==> config.mk <==
export PLATFORM = sky130hd
export DESIGN_NAME = hypergraph_forest_column_select_top
export DESIGN_NICKNAME = d
export VERILOG_FILES = /design/src/rtl/hfcs_pkg.sv /design/src/rtl/hypergraph_forest_column_select_top.sv
export VERILOG_INCLUDE_DIRS = /design/src /design/src/rtl
export SDC_FILE = /design/constraint.sdc
export NUM_CORES = 2
export LEC_CHECK = 0
export BUFFER_PORTS_ARGS = -buffer_cell sky130_fd_sc_hd__clkbuf_2
export CELL_PAD_IN_SITES_DETAIL_PLACEMENT = 0
export CELL_PAD_IN_SITES_GLOBAL_PLACEMENT = 1
export CORE_UTILIZATION = 40
export DETAILED_ROUTE_END_ITERATION = 10
export PLACE_DENSITY = 0.69
export SLEW_MARGIN = 20
export SYNTH_ARGS = -nofsm -noshare
export SYNTH_HDL_FRONTEND = slang
export SYNTH_SLANG_ARGS = --single-unit
==> constraint.sdc <==
create_clock -name clk -period 14.3 [get_ports clk]
set_input_delay 3.575 -clock clk [delete_from_list [all_inputs] [get_ports clk]]
set_output_delay 3.575 -clock clk [all_outputs]
set_load 0.01 [all_outputs]
==> src/rtl/assert_macros.svh <==
// assertion macros shared by the rtl
`ifndef ASSERT_MACROS_SVH
`define ASSERT_MACROS_SVH

// same-cycle implication
`define HFCS_AST_NOW(lbl, ante, cons) \
  lbl: assert property (@(posedge clk) disable iff (!rst_n) (ante) |-> (cons)) \
    else $error("hfcs assertion failed");

// next-cycle implication
`define HFCS_AST_NXT(lbl, ante, cons) \
  lbl: assert property (@(posedge clk) disable iff (!rst_n) (ante) |=> (cons)) \
    else $error("hfcs assertion failed");

`endif

==> src/rtl/hfcs_pkg.sv <==
// constants and types for the column select block
package hfcs_pkg;
  localparam int MAX_ROWS = 32;
  localparam int MAX_COLS = 64;
  localparam int ROW_W    = 5;
  localparam int COL_W    = 6;
  localparam int CNT_W    = 7;
  localparam int RANK_W   = 3;
  localparam int REL_W    = 16;
  localparam int KEY_W    = REL_W + COL_W;
  localparam int ADDR_W   = 3;

  localparam logic [REL_W-1:0]  SIGN_FLIP = 16'h8000;
  localparam logic [RANK_W-1:0] RANK_MAX  = 3'd7;
  localparam logic [5:0]        ROWS_FULL = 6'd32;
  localparam logic              REG_ROWS  = 1'b0;

  typedef enum logic [7:0] {
    S_IDLE    = 8'b0000_0001,
    S_SEL     = 8'b0000_0010,
    S_SEL_END = 8'b0000_0100,
    S_ROW     = 8'b0000_1000,
    S_CHASE   = 8'b0001_0000,
    S_COMMIT  = 8'b0010_0000,
    S_NEXT    = 8'b0100_0000,
    S_FLUSH   = 8'b1000_0000
  } state_t;
endpackage

==> src/rtl/hypergraph_forest_column_select_top.sv <==
// column select top: column store, ordering scan and union-find sequencer
// Columns load at one per cycle while busy is low; the item with in_last_column
// starts a run and busy stays high until its last result. For each column in
// order the ordering scan makes one full pass over the store, one store read
// per cycle. Each column then walks its active rows in turn, and for every set
// row follows parent links up to the root; a column whose rows share a root
// is skipped. An accepted column is then committed, and a flush state ends the
// run. Results come one pulse at a time on out_strobe and cannot be held off;
// the final result of a run carries out_last_pick.
`include "assert_macros.svh"

module hypergraph_forest_column_select_top (
  input  logic                                  clk,
  input  logic                                  rst_n,
  input  logic                                  start,
  output logic                                  busy,
  input  logic [31:0]                           in_column_rows,
  input  logic signed [hfcs_pkg::REL_W-1:0]     in_reliability,
  input  logic                                  in_last_column,
  output logic                                  out_strobe,
  output logic [hfcs_pkg::COL_W-1:0]            out_column_index,
  output logic                                  out_has_pick,
  output logic                                  out_last_pick,
  input  logic                                  cfg_psel,
  input  logic                                  cfg_penable,
  input  logic                                  cfg_pwrite,
  input  logic [hfcs_pkg::ADDR_W-1:0]           cfg_paddr,
  input  logic [31:0]                           cfg_pwdata,
  output logic [31:0]                           cfg_prdata,
  output logic                                  cfg_pready
);

  hfcs_pkg::state_t state_r, state_nxt;

  logic [31:0]                  col_mem [hfcs_pkg::MAX_COLS];
  logic [hfcs_pkg::REL_W-1:0]   rel_mem [hfcs_pkg::MAX_COLS];

  logic [5:0]                   rows_r, rows_nxt;
  logic [hfcs_pkg::CNT_W-1:0]   loaded_r, loaded_nxt;
  logic [hfcs_pkg::CNT_W-1:0]   scan_r, scan_nxt;
  logic [hfcs_pkg::CNT_W-1:0]   picks_r, picks_nxt;
  logic                         cmp_vld_r;
  logic [hfcs_pkg::COL_W-1:0]   cmp_idx_r;
  logic [hfcs_pkg::REL_W-1:0]   cmp_rel_r;
  logic [31:0]                  cmp_bits_r;
  logic                         best_vld_r, best_vld_nxt;
  logic [hfcs_pkg::KEY_W-1:0]   best_key_r, best_key_nxt;
  logic [31:0]                  best_bits_r, best_bits_nxt;
  logic                         prev_vld_r, prev_vld_nxt;
  logic [hfcs_pkg::KEY_W-1:0]   prev_key_r, prev_key_nxt;
  logic [5:0]                   row_r, row_nxt;
  logic [hfcs_pkg::ROW_W-1:0]   node_r, node_nxt;
  logic [hfcs_pkg::MAX_ROWS-1:0] seen_r, seen_nxt;
  logic                         hb_r, hb_nxt;
  logic [hfcs_pkg::RANK_W-1:0]  brank_r, brank_nxt;
  logic [hfcs_pkg::ROW_W-1:0]   broot_r, broot_nxt;
  logic                         tie_r, tie_nxt;
  logic [hfcs_pkg::ROW_W-1:0]   parent_r [hfcs_pkg::MAX_ROWS];
  logic [hfcs_pkg::ROW_W-1:0]   parent_nxt [hfcs_pkg::MAX_ROWS];
  logic [hfcs_pkg::RANK_W-1:0]  rank_r [hfcs_pkg::MAX_ROWS];
  logic [hfcs_pkg::RANK_W-1:0]  rank_nxt [hfcs_pkg::MAX_ROWS];
  logic                         pend_vld_r, pend_vld_nxt;
  logic [hfcs_pkg::COL_W-1:0]   pend_r, pend_nxt;
  logic                         ostb_r, ostb_nxt;
  logic [hfcs_pkg::COL_W-1:0]   oidx_r, oidx_nxt;
  logic                         ohas_r, ohas_nxt;
  logic                         olast_r, olast_nxt;

  logic                         load;
  logic                         cfg_wr;
  logic [5:0]                   rows_eff;
  logic [hfcs_pkg::KEY_W-1:0]   cand_key;
  logic [hfcs_pkg::ROW_W-1:0]   par;
  logic [hfcs_pkg::RANK_W-1:0]  rk;

  assign busy       = (state_r != hfcs_pkg::S_IDLE);
  assign load       = start && !busy;
  assign cfg_pready = 1'b1;
  assign cfg_wr     = cfg_psel && cfg_penable && cfg_pwrite && cfg_pready;
  assign cfg_prdata = (cfg_paddr[2] == hfcs_pkg::REG_ROWS) ? {26'd0, rows_r} : 32'd0;

  assign out_strobe       = ostb_r;
  assign out_column_index = oidx_r;
  assign out_has_pick     = ohas_r;
  assign out_last_pick    = olast_r;

  // clamp rows to 1..32
  always_comb begin
    if (rows_r == 6'd0) begin
      rows_eff = 6'd1;
    end else if (rows_r > hfcs_pkg::ROWS_FULL) begin
      rows_eff = hfcs_pkg::ROWS_FULL;
    end else begin
      rows_eff = rows_r;
    end
  end

  assign cand_key = {cmp_rel_r ^ hfcs_pkg::SIGN_FLIP, cmp_idx_r};
  assign par      = parent_r[node_r];
  assign rk       = rank_r[node_r];

  always_comb begin
    state_nxt     = state_r;
    rows_nxt      = rows_r;
    loaded_nxt    = loaded_r;
    scan_nxt      = scan_r;
    picks_nxt     = picks_r;
    best_vld_nxt  = best_vld_r;
    best_key_nxt  = best_key_r;
    best_bits_nxt = best_bits_r;
    prev_vld_nxt  = prev_vld_r;
    prev_key_nxt  = prev_key_r;
    row_nxt       = row_r;
    node_nxt      = node_r;
    seen_nxt      = seen_r;
    hb_nxt        = hb_r;
    brank_nxt     = brank_r;
    broot_nxt     = broot_r;
    tie_nxt       = tie_r;
    parent_nxt    = parent_r;
    rank_nxt      = rank_r;
    pend_vld_nxt  = pend_vld_r;
    pend_nxt      = pend_r;
    ostb_nxt      = 1'b0;
    oidx_nxt      = oidx_r;
    ohas_nxt      = ohas_r;
    olast_nxt     = olast_r;

    if (cfg_wr && cfg_paddr[2] == hfcs_pkg::REG_ROWS) begin
      rows_nxt = cfg_pwdata[5:0];
    end

    // running minimum over keys above the previous pick
    if (cmp_vld_r && (!prev_vld_r || cand_key > prev_key_r) &&
        (!best_vld_r || cand_key < best_key_r)) begin
      best_vld_nxt  = 1'b1;
      best_key_nxt  = cand_key;
      best_bits_nxt = cmp_bits_r;
    end

    case (state_r)
      hfcs_pkg::S_IDLE: begin
        if (load) begin
          if (loaded_r < hfcs_pkg::CNT_W'(hfcs_pkg::MAX_COLS)) begin
            loaded_nxt = loaded_r + 1'b1;
          end
          if (in_last_column) begin
            state_nxt    = hfcs_pkg::S_SEL;
            scan_nxt     = '0;
            picks_nxt    = '0;
            best_vld_nxt = 1'b0;
            prev_vld_nxt = 1'b0;
            pend_vld_nxt = 1'b0;
          end
        end
      end
      hfcs_pkg::S_SEL: begin
        scan_nxt = scan_r + 1'b1;
        if (scan_r == loaded_r - 1'b1) begin
          state_nxt = hfcs_pkg::S_SEL_END;
        end
      end
      hfcs_pkg::S_SEL_END: begin
        state_nxt = hfcs_pkg::S_ROW;
        row_nxt   = '0;
        seen_nxt  = '0;
        hb_nxt    = 1'b0;
        brank_nxt = '0;
        broot_nxt = '0;
        tie_nxt   = 1'b0;
      end
      hfcs_pkg::S_ROW: begin
        if (row_r == rows_eff) begin
          state_nxt = hfcs_pkg::S_COMMIT;
        end else if (best_bits_r[row_r[hfcs_pkg::ROW_W-1:0]]) begin
          node_nxt  = row_r[hfcs_pkg::ROW_W-1:0];
          state_nxt = hfcs_pkg::S_CHASE;
        end else begin
          row_nxt = row_r + 1'b1;
        end
      end
      hfcs_pkg::S_CHASE: begin
        if (par != node_r) begin
          node_nxt = par;
        end else if (seen_r[node_r]) begin
          // two rows share a root: column would close a cycle
          state_nxt = hfcs_pkg::S_NEXT;
        end else begin
          seen_nxt[node_r] = 1'b1;
          if (!hb_r || rk > brank_r) begin
            hb_nxt    = 1'b1;
            brank_nxt = rk;
            broot_nxt = node_r;
            tie_nxt   = 1'b0;
          end else if (rk == brank_r) begin
            tie_nxt = 1'b1;
          end
          row_nxt   = row_r + 1'b1;
          state_nxt = hfcs_pkg::S_ROW;
        end
      end
      hfcs_pkg::S_COMMIT: begin
        for (int i = 0; i < hfcs_pkg::MAX_ROWS; i++) begin
          if (seen_r[i]) begin
            parent_nxt[i] = broot_r;
          end
        end
        if (tie_r && rank_r[broot_r] < hfcs_pkg::RANK_MAX) begin
          rank_nxt[broot_r] = rank_r[broot_r] + 1'b1;
        end
        // hold back one pick so the final one can carry the last flag
        if (pend_vld_r) begin
          ostb_nxt  = 1'b1;
          oidx_nxt  = pend_r;
          ohas_nxt  = 1'b1;
          olast_nxt = 1'b0;
        end
        pend_vld_nxt = 1'b1;
        pend_nxt     = best_key_r[hfcs_pkg::COL_W-1:0];
        state_nxt    = hfcs_pkg::S_NEXT;
      end
      hfcs_pkg::S_NEXT: begin
        picks_nxt    = picks_r + 1'b1;
        prev_vld_nxt = 1'b1;
        prev_key_nxt = best_key_r;
        best_vld_nxt = 1'b0;
        scan_nxt     = '0;
        if (picks_r + 1'b1 == loaded_r) begin
          state_nxt = hfcs_pkg::S_FLUSH;
        end else begin
          state_nxt = hfcs_pkg::S_SEL;
        end
      end
      hfcs_pkg::S_FLUSH: begin
        ostb_nxt   = 1'b1;
        oidx_nxt   = pend_vld_r ? pend_r : '0;
        ohas_nxt   = pend_vld_r;
        olast_nxt  = 1'b1;
        loaded_nxt = '0;
        for (int i = 0; i < hfcs_pkg::MAX_ROWS; i++) begin
          parent_nxt[i] = hfcs_pkg::ROW_W'(i);
          rank_nxt[i]   = '0;
        end
        state_nxt = hfcs_pkg::S_IDLE;
      end
      default: begin
        state_nxt = hfcs_pkg::S_IDLE;
      end
    endcase
  end

  always_ff @(posedge clk) begin
    if (!rst_n) begin
      state_r    <= hfcs_pkg::S_IDLE;
      rows_r     <= hfcs_pkg::ROWS_FULL;
      loaded_r   <= '0;
      scan_r     <= '0;
      picks_r    <= '0;
      cmp_vld_r  <= 1'b0;
      best_vld_r <= 1'b0;
      prev_vld_r <= 1'b0;
      pend_vld_r <= 1'b0;
      ostb_r     <= 1'b0;
      hb_r       <= 1'b0;
      tie_r      <= 1'b0;
      seen_r     <= '0;
      row_r      <= '0;
      for (int i = 0; i < hfcs_pkg::MAX_ROWS; i++) begin
        parent_r[i] <= hfcs_pkg::ROW_W'(i);
        rank_r[i]   <= '0;
      end
    end else begin
      state_r    <= state_nxt;
      rows_r     <= rows_nxt;
      loaded_r   <= loaded_nxt;
      scan_r     <= scan_nxt;
      picks_r    <= picks_nxt;
      cmp_vld_r  <= (state_r == hfcs_pkg::S_SEL);
      best_vld_r <= best_vld_nxt;
      prev_vld_r <= prev_vld_nxt;
      pend_vld_r <= pend_vld_nxt;
      ostb_r     <= ostb_nxt;
      hb_r       <= hb_nxt;
      tie_r      <= tie_nxt;
      seen_r     <= seen_nxt;
      row_r      <= row_nxt;
      parent_r   <= parent_nxt;
      rank_r     <= rank_nxt;
    end
  end

  // payload registers
  always_ff @(posedge clk) begin
    best_key_r  <= best_key_nxt;
    best_bits_r <= best_bits_nxt;
    prev_key_r  <= prev_key_nxt;
    node_r      <= node_nxt;
    brank_r     <= brank_nxt;
    broot_r     <= broot_nxt;
    pend_r      <= pend_nxt;
    oidx_r      <= oidx_nxt;
    ohas_r      <= ohas_nxt;
    olast_r     <= olast_nxt;
  end

  // column store
  always_ff @(posedge clk) begin
    if (load && loaded_r < hfcs_pkg::CNT_W'(hfcs_pkg::MAX_COLS)) begin
      col_mem[loaded_r[hfcs_pkg::COL_W-1:0]] <= in_column_rows;
      rel_mem[loaded_r[hfcs_pkg::COL_W-1:0]] <= in_reliability;
    end
    cmp_bits_r <= col_mem[scan_r[hfcs_pkg::COL_W-1:0]];
    cmp_rel_r  <= rel_mem[scan_r[hfcs_pkg::COL_W-1:0]];
    cmp_idx_r  <= scan_r[hfcs_pkg::COL_W-1:0];
  end

  `HFCS_AST_NOW(a_last_ends_run, out_strobe && out_last_pick, !busy)
  `HFCS_AST_NOW(a_empty_is_last, out_strobe && !out_has_pick, out_last_pick)
  `HFCS_AST_NXT(a_last_col_runs, start && !busy && in_last_column, busy)
  `HFCS_AST_NOW(a_no_pulse_idle, out_strobe && out_last_pick, $past(busy))

endmodule

==> results.json <==
{
  "ant_nets": 0,
  "maxSlewHeadroom_pct": 16.04,
  "drt-initial-drc-count": 7634,
  "layout.area.seq_um2": 103200,
  "critical_path.n_buffers_inverters": 2,
  "worst-endpoint-arrival_ps": 4000,
  "cts_num_sinks": 3565,
  "synth_async_sr_flop_share_pct": 0,
  "synth_seq_cells": 3565,
  "first_global_vias": 67910,
  "first_pass_grt_wire_length_um": 491600,
  "class_of_the_most_critical_setup_path": "in2out",
  "clockRootBuffer": "sky130_fd_sc_hd__clkbuf_16",
  "routed_wire_length_per_instance_um": 29.29,
  "route.detailed.drc": 0,
  "grt.overflow.total": 0,
  "reg2regPathDepth": 6,
  "hold_viol": 0,
  "cp.depth": 3,
  "synthCells": 6646,
  "area_used_by_multi_input_combinational_logic_um2": 33610,
  "cts_inserted_buffers": 360,
  "cts_post_setup_buffers_inserted": 0,
  "kind_of_capture_point_of_the_worst_setup_path": "output port",
  "grt_util_all_layers_pct": 19.50,
  "postSynthAreaPerCell_um2": 20.80,
  "ys_seq_area_share_pct": 74.63,
  "drive_gt1_share_pct": 27.15,
  "ioPinCount": 133,
  "critical_path.cell_chain": "clkbuf_2 -> nor2b_1 -> clkbuf_2",
  "critPathTopFamily": "buffers and inverters",
  "clock_skew_ps": 71.67,
  "rows": 215,
  "max_cap_viol_count": 0,
  "die_height_um": 589.8,
  "post-route-cell-area_um2": 156300,
  "timing.critical_path.slowest_stage_cell": "sky130_fd_sc_hd__clkbuf_2",
  "max_slew_violation_count": 0,
  "clk-insertion-delay-late_ps": 950,
  "worst_hold_slack_ps": 402.3,
  "cp_data_required_time_ps": 10720,
  "clk_path_buf_depth": 4,
  "holdBufCountCts": 0,
  "post_cts_resize_count": 0,
  "syn2layout_area_growth_pct": 13.07,
  "drt-vias-per-instance": 5.769,
  "number_of_enable_flip_flop_cells_after_synthesis": 3175,
  "synth_commonest_cells": "sky130_fd_sc_hd__edfxtp_1, sky130_fd_sc_hd__mux4_2, sky130_fd_sc_hd__dfxtp_1",
  "synthDominantAreaCellType": "sky130_fd_sc_hd__edfxtp_1",
  "max_stage_delay_ps": 150,
  "number_of_antenna_violations_at_the_first_check_in_global_routing": 26,
  "cellPowerDensity_nw_per_um2": 141.6,
  "detailroute.via_count": 67380,
  "setup_viol": 0,
  "synth_top_flop_cell": "sky130_fd_sc_hd__edfxtp_1",
  "timing.final.crit_period_ps": 7571,
  "critical-path-top-cell-by-count": "sky130_fd_sc_hd__clkbuf_2",
  "dpl.hpwl_um": 177900,
  "worst_pin_slew_ps": 1255,
  "drt_first_pass_iters": 6,
  "grt_max_degree": 105,
  "tritoncts": "yes",
  "design.die.area_um2": 347900,
  "yosysMostFrequentCell": "sky130_fd_sc_hd__edfxtp_1",
  "hold-path-cell-count": 0,
  "num-nets-final": 6960,
  "gp_congestion": 0.7738,
  "critical_path_peak_fanout": 7,
  "reg2reg_setup_slack_ps": 9040,
  "rsz0062_at_grt": "no",
  "placed_area_um2": 144300,
  "port_buffers": 77,
  "synthDominantCellAreaShare_pct": 68.98,
  "fin_crit_sh_pct": 52.95,
  "clock.fmax_mhz": 132.1,
  "static-leakage-power_nw": 48.38,
  "start_util_pct": 40.24,
  "num-fill-cells": 28290,
  "run_status": "complete, no violations",
  "netlist_top_cells_area": "sky130_fd_sc_hd__edfxtp_1, sky130_fd_sc_hd__mux4_2, sky130_fd_sc_hd__dfxtp_1",
  "peakVddDrop_mv": 0.1169,
  "syn_area_um2": 138200,
  "h-tree-depth": 5,
  "final_core_util_pct": 45.50,
  "worst_hold_path_type": "reg2reg",
  "worst_setup_path_start_kind": "input port",
  "cts_clk_pin_slew_worst_paths_ps": 60,
  "setup_tns_ps": 0,
  "die_x_um": 589.8,
  "yosys_warnings": 0,
  "core_area_um2": 343500,
  "drt-total-wl_um": 342100,
  "synth.lib_cells_used.distinct": 67
}
through the flow:
step	power [W]	cells	worst slack, ps
after floorplan	0.01247	6671	6133
after global placement	0.01289	11010	6748
after detailed placement	0.01292	11010	6731
after CTS	0.02232	11680	6732
after global routing	0.02278	11680	6713
final	0.02213	11680	6729
logic make-up after synthesis:
kind of cell | after synthesis | synth area share, %
flops | 3565 | 74.63
mux | 1221 | 18.65
simple gates | 941 | 3.112
buf+inv | 513 | 1.505
compound gates | 313 | 1.384
fa+ha+maj | 52 | 0.4707
xor+xnor | 39 | 0.2471
other cells | 2 | 0.005433
sequential cells by signal, summed over array words and instances, names as in the netlist, 7 cells and up:
name,count
prev_key_r,22
cmp_bits_r,32
loaded_r,7
best_key_r,22
seen_r,32
rel_mem,1024
parent_r,160
rank_r,96
best_bits_r,32
picks_r,7
col_mem,2048
scan_r,7
state_r,8
cmp_rel_r,16
final cells by class:
cell class | count | share of cell area [%]
diodes | 3 | 0.004803
clock buffers | 471 | 6.351
clock inverters | 193 | 1.236
inverters | 72 | 0.1729
multi-input cells | 2593 | 21.51
flip-flops and latches | 3565 | 66.01
well taps | 4557 | 3.648
repair buffers | 226 | 1.068
layout by cell type, fill, tap and decap left out, types with 17 or more instances in the layout:
master and n:
sky130_fd_sc_hd__edfxtp_1 3175, sky130_fd_sc_hd__mux4_2 1083, sky130_fd_sc_hd__dfxtp_1 384, sky130_fd_sc_hd__clkbuf_16 368
sky130_fd_sc_hd__nand2_1 339, sky130_fd_sc_hd__nand3_1 294, sky130_fd_sc_hd__buf_4 144, sky130_fd_sc_hd__mux2i_1 137
sky130_fd_sc_hd__a21oi_1 112, sky130_fd_sc_hd__nor2_1 100, sky130_fd_sc_hd__inv_1 72, sky130_fd_sc_hd__clkbuf_1 70
sky130_fd_sc_hd__nor2_4 63, sky130_fd_sc_hd__clkinv_2 61, sky130_fd_sc_hd__clkinv_1 58, sky130_fd_sc_hd__o21ai_0 55
sky130_fd_sc_hd__ha_1 52, sky130_fd_sc_hd__clkbuf_2 44, sky130_fd_sc_hd__a31oi_1 38, sky130_fd_sc_hd__clkbuf_8 33
sky130_fd_sc_hd__bufinv_16 32, sky130_fd_sc_hd__a22oi_1 27, sky130_fd_sc_hd__conb_1 27, sky130_fd_sc_hd__buf_2 25
sky130_fd_sc_hd__a21o_1 22, sky130_fd_sc_hd__xor2_1 20, sky130_fd_sc_hd__xnor2_1 19, sky130_fd_sc_hd__nor2b_1 19
sky130_fd_sc_hd__nor3_1 17, sky130_fd_sc_hd__o22ai_1 17
final timing paths:
check,startpoint,to
min reg2reg,cmp_bits_r[0],best_bits_r[0]
max,cfg_paddr[2],cfg_prdata[1]
min,cmp_bits_r[0],best_bits_r[0]
max reg2reg,scan_r[1],cmp_bits_r[3]
power breakdown:
group	leakage, nW	internal [W]	switching, W	total [W]
sequential	31.7	0.0115	0.0000581	0.0115
clock	5.80	0.00548	0.00398	0.00946
combinational	10.9	0.000507	0.000637	0.00114
total	48.4	0.0175	0.00467	0.0221
per-layer routing:
metal | wire length [um] | up-vias | GRT usage, %
met3 | 26660 | 539 | 3.032
met4 | 7834 | 6 | 4.508
met5 | 34 | - | 0
li1 | - | 27820 | -
met1 | 137000 | 36250 | 26.97
met2 | 170600 | 2769 | 32.63
No activity file was read; power rests on OpenSTA's default activity.
